$ cat src/hdl/lom_pkg.sv
// Package for the limit order matcher: transfer structs, result kinds, FSM states.
// No dependencies.
package lom_pkg;

    localparam int PRICE_W = 31;
    localparam int QTY_W   = 24;
    localparam int TIME_W  = 32;
    localparam int KIND_W  = 3;

    typedef enum logic [KIND_W-1:0] {
        KIND_FILL    = 3'd0,
        KIND_FULL    = 3'd1,
        KIND_PARTIAL = 3'd2,
        KIND_UNEXEC  = 3'd3,
        KIND_DROPPED = 3'd4
    } kind_t;

    typedef struct packed {
        logic              side_is_buy;
        logic [PRICE_W-1:0] limit_price;
        logic [QTY_W-1:0]   order_quantity;
        logic [TIME_W-1:0]  order_time;
    } order_t;

    typedef struct packed {
        logic [KIND_W-1:0]  result_kind;
        logic [QTY_W-1:0]   fill_quantity;
        logic [PRICE_W-1:0] fill_price;
        logic [QTY_W-1:0]   remaining_quantity;
        logic               last_result;
    } result_t;

    // One book entry as stored in memory
    typedef struct packed {
        logic [PRICE_W-1:0] price;
        logic [QTY_W-1:0]   qty;
        logic [TIME_W-1:0]  tstamp;
    } entry_t;

    localparam int ENTRY_W = PRICE_W + QTY_W + TIME_W;

    typedef enum logic [3:0] {
        ST_IDLE,
        ST_SCAN_RD,
        ST_SCAN_CMP,
        ST_MATCH_RD,
        ST_MATCH,
        ST_SHIFT_RD,
        ST_SHIFT_WR,
        ST_STATUS
    } state_t;

endpackage

$ cat src/hdl/lom_cmp.sv
// Shared compare unit: decides whether a candidate entry beats the current best.
// Depends on lom_pkg.
module lom_cmp
    import lom_pkg::*;
(
    input  logic               want_high,
    input  logic [PRICE_W-1:0] cand_price,
    input  logic [TIME_W-1:0]  cand_time,
    input  logic [PRICE_W-1:0] best_price,
    input  logic [TIME_W-1:0]  best_time,
    output logic               better
);

    // Price first, earlier time breaks ties
    always_comb
    begin
        if (cand_price != best_price)
        begin
            better = want_high ? (cand_price > best_price) : (cand_price < best_price);
        end
        else
        begin
            better = cand_time < best_time;
        end
    end

endmodule
$ cat config.mk
export PLATFORM = sky130hd
export DESIGN_NAME = lom_cmp
export DESIGN_NICKNAME = d
export VERILOG_FILES = /design/src/hdl/lom_pkg.sv /design/src/hdl/lom_cmp.sv
export SDC_FILE = /design/constraint.sdc
export NUM_CORES = 1
export LEC_CHECK = 0
export BUFFER_PORTS_ARGS = -buffer_cell sky130_fd_sc_hd__buf_2
export CAP_MARGIN = 15
export CORE_ASPECT_RATIO = 0.8
export CORE_MARGIN = 8
export CORE_UTILIZATION = 25
export DETAILED_ROUTE_END_ITERATION = 6
export PLACE_DENSITY = 0.58
export RECOVER_POWER = 100
export SLEW_MARGIN = 5
export SYNTH_ARGS = -nofsm -noshare
export SYNTH_HDL_FRONTEND = slang
export SYNTH_SLANG_ARGS = --single-unit
$ cat constraint.sdc
create_clock -name vclk -period 1.7
set_input_delay 0 -clock vclk [all_inputs]
set_output_delay 0 -clock vclk [all_outputs]
set_load 0.005 [all_outputs]
==> impl_metrics.tcl <==
set metrics [dict create \
    viasPerCell 4.32 \
    hpwl_um 5020 \
    num_rows 26 \
    hold_depth 4 \
    worst_pin_slew_ns 0.291 \
    hold_end "better" \
    crit_arrival_ns 1.70 \
    final_cell_mix "125 x buf_2, 62 x inv_1, 51 x ha_1" \
    grt_max_degree 5 \
    synth.distinct_cells 28 \
    core_mm2 0.00638 \
    relSlewSlack_pct 80.4 \
    drive_gt1_share_pct 44.0 \
    first_pass_iters 4 \
    critPathLaunchType "input port" \
    fin_nets 555 \
    drc 0 \
    gr-total-overflow 0 \
    setup_slack_ns -0.00470 \
    nClkBuffers 0 \
    synth.area.top_cells "ha_1 47%, inv_1 15%, a21oi_1 6.7%" \
    final-hold-violation-count 0 \
    die_area_mm2 0.00946 \
    cts_hold_buf 0 \
    areaGrowthSynthToFinish_pct 60.7 \
    fin_crit_sh_pct 100 \
    critPathKind "input port to primary output" \
    fmax_ghz 0.587 \
    finalCriticalPeriod_ns 1.70 \
    worstPathMaxFanout 3 \
    gp_congestion 0.715 \
    syn_area_mm2 0.00165 \
    yosysWarnings 0 \
    seqCellArea_um2 0 \
    syn_inst 228 \
    start_util_pct 25.8 \
    crit_required_ns 1.70 \
    n_antenna_cell 0 \
    utilization_pct 41.5 \
    finalSetupTns_ns -0.00470 \
    io_buffers 128 \
    p_leak_nw 1.60 \
    pre_cts_ws_ns -0.163 \
    rsz0062_at_grt "true" \
    final_common_cell "buf_2" \
    drt_iter0_drc 27 \
    setup_viol 1 \
    io_pins 128 \
    die_h_um 88.6 \
    grt_usage_pct 10.6 \
    power_density_mw_per_mm2 218 \
    maxCapViolations 0 \
    seq_area_frac_synth_pct 0 \
    worst_hold_slack_ns 0.401 \
    seq_cells 0 \
    synth_top_area_share_pct 47.1 \
    report.final.slew_viol_count 0 \
    hold_path_class "input port to primary output" \
    grt_pass1_wl_um 8730 \
    die_x_um 107 \
    grt_pass1_vias 2050 \
    vias 1935 \
    status "finished, violations left" \
    yosys.area.top_type "ha_1" \
    worstHoldStart "want_high" \
    failed_checks "negative setup slack" \
    p_total_mw 0.578 \
    critPathCaptureType "primary output" \
    grt_antenna_before_repair 0 \
    synth_nets 417 \
    wl_per_cell_um 12.0 \
    postSynthAreaPerCell_um2 7.22 \
    ant_nets 0 \
    ir_drop_mv 0.0813 \
    wl_um 5360 \
]
==> stage by stage <==
| stage | cells | instance area (um2) |
|---|---|---|
| CTS | 448 | 2640 |
| floorplan | 228 | 1650 |
| detailed placement | 447 | 2440 |
| finish | 448 | 2650 |
| global route | 448 | 2650 |
| global placement | 447 | 2440 |
==> Yosys cell counts, drive strengths merged <==
library cell,n
o21ai,9
nor2,5
a2111o,1
ha,62
o2bb2ai,1
o21a,1
and4,2
nand2,17
a211oi,3
a221oi,3
nand4,10
or3,1
a21o,3
a22oi,1
o2111ai,1
nor3,5
inv,65
nor4,1
nand3b,1
a211o,1
and3,1
nand3,8
o21bai,2
a21oi,22
o31ai,2
==> worst max-delay path by stage <==
stage	start	endpoint	slack (ns)	cells past startpoint
CTS	best_price[30]	better	-0.04	10
floorplan	best_price[29]	better	0.24	8
detailed placement	best_price[29]	better	-0.16	10
finish	best_price[23]	better	-0.005	10
global placement	best_price[29]	better	-0.07	10
global route	best_price[23]	better	-0.17	10
==> layout make-up <==
cell class,count,area [um2]
well taps,84,105
fillers,677,3730
repair buffers,136,719
multi-input cells,163,1580
inverters,65,244
==> per-layer routing <==
layer	wire [um]	track usage (%)	part of all wire (%)	up-vias
met4	21	0.255	0.39	0
li1	-	-	-	1068
met1	2450	13.0	46	796
met2	2430	19.3	45	69
met3	465	2.33	8.7	2
met5	0	0	0	-
==> power by group <==
| part | total [mW] | internal (mW) | leakage, nW | switching [mW] |
|---|---|---|---|---|
| clock network | 0 | 0 | 0 | 0 |
| logic | 0.578 | 0.315 | 1.60 | 0.263 |
| registers | 0 | 0 | 0 | 0 |
==> kinds of logic (layout without fill, tap and decap cells) <==
| family | count (synthesis) | count (layout) | share of synthesized area (%) |
|---|---|---|---|
| compound gates | 50 | 50 | 18.8 |
| simple gates | 51 | 51 | 19.2 |
| buf+inv | 65 | 201 | 14.8 |
| fa+ha+maj | 62 | 62 | 47.1 |
==> worst max-delay path, cell delays in order <==
cell and delay [ns]:
buf_2 0.08, inv_1 0.05, ha_4 0.27, nand4_4 0.10, nor4_4 0.34, nand4_1 0.13
o21bai_4 0.20, a2111o_1 0.30, o2111ai_2 0.08, buf_2 0.14
==> timing repair <==
item,4_1_cts,5_1_grt
buffers inserted,1,0
hold endpoints to repair,0,0
gates resized for setup,21,2
endpoints found under the setup margin,1,1
pin swaps,7,0
(Power assumes the default switching activity.)
