**config.mk**
```make
export PLATFORM = sky130hd
export DESIGN_NAME = lom_ram
export DESIGN_NICKNAME = d
export VERILOG_FILES = /design/src/hdl/lom_ram.sv
export SDC_FILE = /design/constraint.sdc
export NUM_CORES = 1
export LEC_CHECK = 0
export ABC_CLOCK_PERIOD_IN_PS = 4400
export BUFFER_PORTS_ARGS = -buffer_cell sky130_fd_sc_hd__buf_2
export CAP_MARGIN = 0
export CELL_PAD_IN_SITES_DETAIL_PLACEMENT = 0
export CELL_PAD_IN_SITES_GLOBAL_PLACEMENT = 1
export CORE_MARGIN = 5
export CORE_UTILIZATION = 40
export DETAILED_ROUTE_END_ITERATION = 7
export PLACE_DENSITY_LB_ADDON = 0.1
export SYNTH_ARGS = -nofsm -noshare
export SYNTH_HDL_FRONTEND = slang
export SYNTH_SLANG_ARGS = --single-unit
```
**constraint.sdc**
```tcl
create_clock -name clk -period 4.4 [get_ports clk]
set_input_delay 0.44 -clock clk [delete_from_list [all_inputs] [get_ports clk]]
set_output_delay 0.44 -clock clk [all_outputs]
set_load 0.05 [all_outputs]
```
**src/hdl/lom_ram.sv**
```systemverilog
// Generic single-port-write, single-port-read RAM with registered read.
// No dependencies.
module lom_ram #(
    parameter int WIDTH = 8,
    parameter int DEPTH = 32
) (
    input  logic                     clk,
    input  logic                     wr_en,
    input  logic [$clog2(DEPTH)-1:0] wr_addr,
    input  logic [WIDTH-1:0]         wr_data,
    input  logic [$clog2(DEPTH)-1:0] rd_addr,
    output logic [WIDTH-1:0]         rd_data
);

    logic [WIDTH-1:0] mem [DEPTH];

    // Write and registered read
    always_ff @(posedge clk)
    begin
        if (wr_en)
        begin
            mem[wr_addr] <= wr_data;
        end
        rd_data <= mem[rd_addr];
    end

endmodule

```
==> summary.txt, run 1 <==
Yosys
  • Synth Warn #: 0
  • Seq cells post-synth: 264
  • Mapped Area: 10,100 um2
  • Sequential fraction of the synthesis area: 78.1%
  • Synth Area per Inst: 24.1 um2
  • Syn Inst Count: 417
  • Netlist cell types: 15
  • Post-Syn Nets: 437

Route
  • Routed wire length: 21,100 um
  • Wire per inst: 26.1 um
  • # DRC: 0
  • Vias per inst: 5.42
  • Via count: 4,365
  • Router iterations before antenna repair: 5
  • ANT nets after route: 0
  • Initial DRC count: 311

Pwr
  • Internal Dissipation: 0.00409 W
  • Net Sw Power: 0.00110 W
  • Leakage: 3.48 nW
  • Reg power frac: 54.2%
  • Comb power frac: 5.7%
  • Sw frac: 21.2%
  • Tot Pwr: 0.00519 W
  • Maximum vdd ir drop: 0.000249 V
  • Cell Pwr Density: 458 nW/um2
  • Clock network power share: 40.1%

GRT
  • GRT Resource Usage Total: 14.9%
  • Vias in the first global route: 4,497
  • Grt met2 use: 22.6%
  • Grt met3 use: 2.31%
  • Largest net degree at the start of global routing: 36
  • Gr ovfl total: 0
  • Initial antenna violation count: 0
  • First-pass GRT wire length: 30,900 um
  • GR Util met1: 23.2%
  • Grt peak-use layer: met1

Clock tree
  • CTS Buf Count: 27
  • H-tree depth: 1
  • Post-CTS setup buffer count: 0
  • Largest buffer count on any clock path: 3
  • Post-CTS Hold Fix Bufs: 0
  • Worst-skew pair later-pin latency: 0.52 ns
  • Resized cells post-CTS: 0
  • Clock transition at path regs: 0.06 ns
  • CTS tree: done
  • Sink Count: 264
  • CTS Root Cell: clkbuf_16

Critical path
  • Crit path DAT: 2.64 ns
  • Reg2reg start: mem[12][1]$_DFFE_PP_
  • R2r setup slk: 2.57 ns
  • CP Max Fanout: 35
  • Critical path required time: 4.81 ns
  • Crit path launch type: input pin
  • Crit end category: flip-flop
  • Worst r2r dst: rd_data[1]$_DFF_P_
  • Reg2Reg Depth: 3
  • Kind of critical path: input pin to flip-flop

Finish
  • Area delta synth->final: 12.9%
  • Commonest cells after routing, fill and taps aside: edfxtp_1, mux4_2, nor2_1
  • Share of cells above drive strength 1: 32.8%
  • Most common cell after layout, fill and taps aside: edfxtp_1
  • Total Nets Final: 476
  • Fillers: 2,127
  • Antenna cell count: 0

Placed design
  • Post-DP HPWL: 13,400 um
  • Final RePlAce weighted congestion: 0.712
  • I/O Buffers: 27
  • Post-Place Worst Slack: 1.59 ns

STA
  • RSZ-0062 raised after global routing: no
  • Final setup violation count: 0
  • Period utilization: 50.7%
  • Slew margin rel.: 41.3%
  • Worst hold slack: 0.399 ns
  • Worst-margin pin slew: 0.878 ns
  • Skew final: 0.00796 ns
  • Max Slew Vio Count: 0
  • Achievable clock frequency: 0.449 GHz
  • Setup TNS Final: 0 ns
  • Fin worst setup slack: 2.17 ns
  • Tmin final: 2.23 ns
  • Final Hold Viols: 0

Outcome
  • Status: complete, no violations

Floorplan
  • Die area: 28,400 um2
  • Core area: 25,000 um2
  • # IOs: 28
  • Die Y: 169 um
  • Initial core utilization: 40.3%
  • Die Width: 169 um
  • Core Rows: 58

Worst hold path
  • Hold path endpoint: rd_data[4]$_DFF_P_
  • WHS Path Cells: 2
  • Hold crit path type: input pin to flip-flop
  • Hold Startpoint: rd_addr[3]

Job
  • Maxcap violations: 0
-- power by group through the flow --
stage / combinational, W / clock, W / sequential [W]
CTS: 0.000305 / 0.00214 / 0.00281
detailed placement: 0.000304 / 0 / 0.00287
floorplan: 0.000149 / 0 / 0.00289
global route: 0.000317 / 0.00224 / 0.00281
finish: 0.000298 / 0.00208 / 0.00281
global placement: 0.000296 / 0 / 0.00287
-- Yosys cell counts --
| master | instances | share of area [%] |
|---|---|---|
| edfxtp_1 | 256 | 76 |
| mux4_2 | 80 | 18 |
| nor2_1 | 33 | 1.2 |
| dfxtp_1 | 8 | 1.6 |
| mux2_2 | 8 | 0.90 |
| buf_1 | 6 | 0.22 |
| buf_4 | 6 | 0.45 |
| clkbuf_1 | 6 | 0.22 |
| nand3b_1 | 5 | 0.37 |
| or3b_2 | 3 | 0.26 |
| nand3_1 | 2 | 0.10 |
| buf_2 | 1 | 0.050 |
| buf_6 | 1 | 0.11 |
| nand2_1 | 1 | 0.037 |
| or3_1 | 1 | 0.062 |
-- cells by family (layout without fill, tap and decap cells) --
family,Yosys count,after routing,share of synthesized area [%]
buffers and inverters,20,79,1.06
muxes,88,88,18.8
and+or+nand+nor,45,45,2.07
DFF,264,264,78.1
-- worst max path at each step --
stage / start / end / slack [ns] / depth (start not counted)
after floorplan: rd_addr[2] / rd_data[0]$_DFF_P_ / 2.16 / 5
after global placement: rd_addr[2] / rd_data[1]$_DFF_P_ / 1.60 / 5
after detailed placement: rd_addr[2] / rd_data[1]$_DFF_P_ / 1.59 / 5
after CTS: rd_addr[2] / rd_data[1]$_DFF_P_ / 2.13 / 5
after global routing: rd_addr[0] / rd_data[1]$_DFF_P_ / 2.07 / 5
final: rd_addr[2] / rd_data[2]$_DFF_P_ / 2.17 / 5
-- per-layer routing --
| metal | vias up | share of wire, % |
|---|---|---|
| met2 | 99 | 46 |
| met3 | 24 | 5.1 |
| li1 | 1862 | - |
| met1 | 2380 | 47 |
| met5 | - | 0 |
| met4 | 0 | 1.6 |
-- through the flow --
step                      instance area, um2  util, %  instances
final                                  11300     45.5        806
after global routing                   11300     45.5        806
after detailed placement               10500     42.2        757
after floorplan                        10100        -        417
after global placement                 10500     42.2        757
after CTS                              11300     45.5        806
-- layout make-up --
class                           instances  area, um2  share of cell area (%)
Tap cell                              330        413                    3.64
Timing Repair Buffer                   30        185                    1.63
Sequential cell                       264       7850                    69.2
Clock buffer                           33        698                    6.15
Multi-Input combinational cell        133       2100                    18.5
Clock inverter                         16        104                   0.915
-- state kept, by name, summed over array words and instances, names as in the netlist --
name and cells:
mem 256, rd_data 8
-- critical path, stage by stage --
cell,delay (ns)
buf_2,0.63
buf_12,0.32
mux4_2,0.37
mux4_2,0.54
mux2_2,0.28
(Power assumes the default switching activity.)
==> run 2: changes to the inputs <==
--- a/config.mk
+++ b/config.mk
@@ -5,7 +5,7 @@
 export SDC_FILE = /design/constraint.sdc
 export NUM_CORES = 1
 export LEC_CHECK = 0
-export ABC_CLOCK_PERIOD_IN_PS = 4400
+export ABC_CLOCK_PERIOD_IN_PS = 2100
 export BUFFER_PORTS_ARGS = -buffer_cell sky130_fd_sc_hd__buf_2
 export CAP_MARGIN = 0
 export CELL_PAD_IN_SITES_DETAIL_PLACEMENT = 0
==> constraint.sdc (replaced) <==
create_clock -name clk -period 2.1 [get_ports clk]
set_input_delay 0.21 -clock clk [delete_from_list [all_inputs] [get_ports clk]]
set_output_delay 0.21 -clock clk [all_outputs]
set_load 0.05 [all_outputs]
==> run 2 against run 1 <==
Compared with the run above: clock-buffer cell count rose by 9; sequential cell count stayed put; first-iteration DRC count increased by 38%; combinational power is 130% higher; critical path type is now flip-flop to flip-flop; largest cell class unchanged; highest routed layer unchanged.
==> summary.txt, run 2 (synthesis gave the netlist of run 1 again) <==
STA
  • RSZ-0062 raised after global routing: no
  • Final setup violation count: 0
  • Setup TNS Final: 0 ns
  • Slew margin rel.: 55.1%
  • Final Hold Viols: 0
  • Achievable clock frequency: 0.541 GHz
  • Worst-margin pin slew: 0.674 ns
  • Period utilization: 88.0%
  • Skew final: 0.00490 ns
  • Tmin final: 1.85 ns
  • Max Slew Vio Count: 0

Finish
  • Area delta synth->final: 17.4%
  • Post-layout util: 47.3%
  • Largest register FFs: 256
  • Fillers: 2,088
  • Most common cell after layout, fill and taps aside: edfxtp_1
  • Commonest cells after routing, fill and taps aside: edfxtp_1, mux4_2, buf_4
  • Total Nets Final: 519
  • Top Registers: mem (256), rd_data (8)
  • Non-Filler Instances: 851
  • Share of cells above drive strength 1: 39.5%
  • Largest Register: mem
  • Antenna cell count: 0

Critical path
  • Crit end category: flip-flop
  • Crit path DAT: 2.27 ns
  • CP Max Fanout: 1
  • Critical path required time: 2.52 ns
  • Kind of critical path: flip-flop to flip-flop
  • Crit path launch type: flip-flop

Clock tree
  • Clock transition at path regs: 0.06 ns
  • H-tree depth: 1
  • Sink Count: 264
  • Resized cells post-CTS: 0
  • CTS Root Cell: clkbuf_16
  • Worst-skew pair later-pin latency: 0.53 ns
  • Post-CTS Hold Fix Bufs: 0
  • Post-CTS setup buffer count: 0
  • CTS Buf Count: 28
  • Largest buffer count on any clock path: 3
  • CTS tree: done

Pwr
  • Leakage: 3.78 nW
  • Cell Pwr Density: 945 nW/um2
  • Maximum vdd ir drop: 0.000528 V

Floorplan
  • # IOs: 28
  • Initial core utilization: 40.3%
  • Core Rows: 58
  • Die area: 28,400 um2
  • Core area: 25,000 um2
  • Die Width: 169 um
  • Die Y: 169 um

Route
  • ANT nets after route: 0
  • Top sig layer: met4
  • Vias per inst: 5.33
  • Via count: 4,532
  • Wire length on met1: 10,500 um
  • Router iterations before antenna repair: 4
  • Initial DRC count: 430
  • Routed wire length: 22,400 um
  • # DRC: 0
  • Metal3 WL: 1350 um
  • Wire length on met2: 10,200 um
  • Wire per inst: 26.3 um

Placed design
  • Placed insts: 799
  • Final RePlAce weighted congestion: 0.721
  • Post-DP HPWL: 14,200 um
  • I/O Buffers: 27

GRT
  • Initial antenna violation count: 0
  • GRT Resource Usage Total: 16.0%
  • Vias in the first global route: 4,774
  • Gr ovfl total: 0
  • First-pass GRT wire length: 32,900 um
  • Largest net degree at the start of global routing: 33

Job
  • Maxcap violations: 0

Worst hold path
  • Hold crit path type: input pin to flip-flop

Outcome
  • Status: complete, no violations
-- run 2: cell types whose count changed in the layout (fill, tap and decap cells not counted) --
cell | before | now
inv_6 | 1 | 0
clkinvlp_4 | 2 | 0
buf_4 | 2 | 38
clkinv_1 | 8 | 0
buf_12 | 2 | 8
bufinv_16 | 1 | 0
clkbuf_8 | 0 | 4
clkinv_4 | 0 | 1
clkbuf_1 | 6 | 9
clkbuf_16 | 27 | 29
clkinv_2 | 4 | 9
-- run 2: area by class of cell --
type / count / area (um2) / share of cell area, %
sequential: 264 / 7850 / 66.5
multi-input combinational: 133 / 2100 / 17.8
clock buffer: 42 / 815 / 6.90
timing repair buffer: 72 / 576 / 4.88
tap: 330 / 413 / 3.50
clock inverter: 10 / 53.8 / 0.456
-- run 2: worst paths after layout --
check,depth (start not counted),start,slack (ns),endpoint
max,3,mem[30][0]$_DFFE_PP_,0.25,rd_data[0]$_DFF_P_
max reg2reg,3,mem[30][0]$_DFFE_PP_,0.25,rd_data[0]$_DFF_P_
min,2,rd_addr[3],0.16,rd_data[7]$_DFF_P_
min reg2reg,3,mem[30][2]$_DFFE_PP_,0.90,rd_data[2]$_DFF_P_
-- run 2: metrics by stage --
step / worst slack [ns] / instance area (um2) / hold WS [ns] / total power (W)
CTS: 0.238 / 11800 / 0.140 / 0.0113
global placement: -0.134 / 10900 / 0.697 / 0.00667
detailed placement: -0.137 / 10900 / 0.697 / 0.00669
finish: 0.251 / 11800 / 0.160 / 0.0112
global route: 0.220 / 11800 / 0.148 / 0.0115
floorplan: 0.0876 / 10100 / 0.309 / 0.00637
-- run 2: worst max-delay path, cell delays in order (launching register included) --
cell and delay [ns]:
edfxtp_1 0.36, mux4_2 0.52, mux4_2 0.54, mux2_2 0.30
-- run 2: per-layer routing --
layer	track usage, %	vias up
li1	-	1945
met1	25.2	2453
met2	24.2	105
met3	2.10	29
met4	3.63	0
met5	0	-
-- run 2: power breakdown --
part           internal [W]  leakage [nW]  switching, W
sequential          0.00586          2.37     0.0000244
clock               0.00267         0.436       0.00193
combinational      0.000271         0.974      0.000400
total               0.00880          3.78       0.00235
==> run 3: changes to the inputs <==
--- a/config.mk
+++ b/config.mk
@@ -5,7 +5,7 @@
 export SDC_FILE = /design/constraint.sdc
 export NUM_CORES = 1
 export LEC_CHECK = 0
-export ABC_CLOCK_PERIOD_IN_PS = 2100
+export ABC_CLOCK_PERIOD_IN_PS = 2000
 export BUFFER_PORTS_ARGS = -buffer_cell sky130_fd_sc_hd__buf_2
 export CAP_MARGIN = 0
 export CELL_PAD_IN_SITES_DETAIL_PLACEMENT = 0
==> constraint.sdc (replaced) <==
create_clock -name clk -period 2 [get_ports clk]
set_input_delay 0.2 -clock clk [delete_from_list [all_inputs] [get_ports clk]]
set_output_delay 0.2 -clock clk [all_outputs]
set_load 0.05 [all_outputs]
==> run 3 against run 2 <==
Compared with the run above: sequential share of layout area is 0.71 points lower; global-route usage is 0.65 points lower; clock power is 18% higher; design area is 1.1% higher; non-clock buffer count is 3 higher; critical endpoint is now rd_data[6]$_DFF_P_; largest cell class unchanged.
==> summary.txt, run 3 (synthesis gave the netlist of run 1 again) <==
Outcome
  • Status: complete, no violations

Critical path
  • Crit path launch type: flip-flop
  • Reg2reg start: mem[13][6]$_DFFE_PP_
  • Kind of critical path: flip-flop to flip-flop
  • Crit end category: flip-flop
  • CP Max Fanout: 1
  • Crit path DAT: 2.23 ns
  • Worst r2r dst: rd_data[6]$_DFF_P_
  • Critical path required time: 2.41 ns
  • Reg2Reg Depth: 3
  • R2r setup slk: 0.18 ns

Floorplan
  • Initial core utilization: 40.3%
  • Core area: 25,000 um2
  • Core Rows: 58
  • Die Y: 169 um
  • # IOs: 28
  • Die Width: 169 um
  • Die area: 28,400 um2

Clock tree
  • Clock transition at path regs: 0.06 ns
  • CTS Root Cell: clkbuf_16
  • CTS Buf Count: 27
  • CTS tree: done
  • Largest buffer count on any clock path: 3
  • Worst-skew pair later-pin latency: 0.53 ns
  • Post-CTS setup buffer count: 0
  • Post-CTS Hold Fix Bufs: 0
  • H-tree depth: 1
  • Resized cells post-CTS: 0
  • Sink Count: 264

Route
  • Wire per inst: 25.1 um
  • Via count: 4,519
  • ANT nets after route: 0
  • Router iterations before antenna repair: 4
  • Routed wire length: 21,400 um
  • Vias per inst: 5.31
  • # DRC: 0
  • Initial DRC count: 373

Placed design
  • Post-Place Worst Slack: -0.204 ns
  • Final RePlAce weighted congestion: 0.785
  • I/O Buffers: 27
  • Post-DP HPWL: 13,900 um
  • Placed insts: 802

Pwr
  • Cell Pwr Density: 1030 nW/um2
  • Leakage: 3.83 nW
  • Maximum vdd ir drop: 0.000730 V

Job
  • Maxcap violations: 0

Finish
  • Total Nets Final: 521
  • Commonest cells after routing, fill and taps aside: edfxtp_1, mux4_2, buf_4
  • Most common cell after layout, fill and taps aside: edfxtp_1
  • Antenna cell count: 0
  • Area delta synth->final: 18.7%
  • Share of cells above drive strength 1: 40.3%
  • Fillers: 2,081
  • Top Registers: mem (256), rd_data (8)
  • Largest register FFs: 256
  • Largest Register: mem
  • Non-Filler Instances: 851

GRT
  • Initial antenna violation count: 0
  • Gr ovfl total: 0
  • First-pass GRT wire length: 32,100 um
  • Vias in the first global route: 4,832
  • Largest net degree at the start of global routing: 33
  • GRT Resource Usage Total: 15.4%

STA
  • Period utilization: 90.8%
  • Slew margin rel.: 56.9%
  • Skew final: 0.0150 ns
  • Worst-margin pin slew: 0.646 ns
  • Setup TNS Final: 0 ns
  • RSZ-0062 raised after global routing: no
  • Tmin final: 1.82 ns
  • Final setup violation count: 0
  • Fin worst setup slack: 0.184 ns
  • Max Slew Vio Count: 0
  • Achievable clock frequency: 0.551 GHz
  • Final Hold Viols: 0

Worst hold path
  • Hold Startpoint: rd_addr[3]
  • Hold path endpoint: rd_data[1]$_DFF_P_
  • Hold crit path type: input pin to flip-flop
  • WHS Path Cells: 2
## run 3: cell count changes in the layout (fill, tap and decap cells not counted), moves of 3 or more
| cell | before | now |
|---|---|---|
| buf_4 | 38 | 41 |
| bufinv_16 | 0 | 7 |
| clkbuf_1 | 9 | 1 |
| clkbuf_8 | 4 | 0 |
| clkinv_1 | 0 | 4 |
| clkinv_2 | 9 | 4 |
| clkinvlp_4 | 0 | 3 |
## run 3: layout make-up
class	instances	area [um2]	area share (%)
Clock buffer	28	679	5.69
Timing Repair Buffer	75	598	5.01
Multi-Input combinational cell	133	2100	17.6
Sequential cell	264	7850	65.8
Clock inverter	21	294	2.46
Tap cell	330	413	3.46
## run 3: worst max-delay path by stage
stage	start	endpoint
3_5_place_dp	rd_addr[0]	rd_data[6]$_DFF_P_
2_1_floorplan	rd_addr[2]	rd_data[0]$_DFF_P_
6_report	mem[13][6]$_DFFE_PP_	rd_data[6]$_DFF_P_
4_1_cts	mem[13][6]$_DFFE_PP_	rd_data[6]$_DFF_P_
5_1_grt	mem[12][6]$_DFFE_PP_	rd_data[6]$_DFF_P_
3_3_place_gp	rd_addr[0]	rd_data[6]$_DFF_P_
## run 3: report_power, final
part | switching, W | internal [W] | total, W | leakage [nW]
registers | 0.0000349 | 0.00615 | 0.00619 | 2.37
clock network | 0.00206 | 0.00338 | 0.00544 | 0.468
logic | 0.000412 | 0.000287 | 0.000699 | 0.989
## run 3: through the flow
| stage | hold slack [ns] | cell area [um2] | util (%) | total power [W] |
|---|---|---|---|---|
| floorplan | 0.299 | 10100 | - | 0.00669 |
| global placement | 0.658 | 11000 | 43.9 | 0.00701 |
| detailed placement | 0.668 | 11000 | 43.9 | 0.00702 |
| CTS | 0.110 | 11900 | 47.8 | 0.0125 |
| global route | 0.121 | 11900 | 47.8 | 0.0127 |
| finish | 0.127 | 11900 | 47.8 | 0.0123 |
## run 3: per-layer routing
layer / track usage [%] / up-vias / part of all wire (%)
li1: - / 1948 / -
met1: 23.7 / 2426 / 47
met2: 23.3 / 117 / 46
met3: 2.31 / 28 / 5.2
met4: 3.95 / 0 / 2.2
met5: 0 / - / 0
## run 3: critical path, stage by stage, from the launching register on
cell	delay, ns
edfxtp_1	0.36
mux4_2	0.51
mux4_2	0.53
mux2_2	0.29
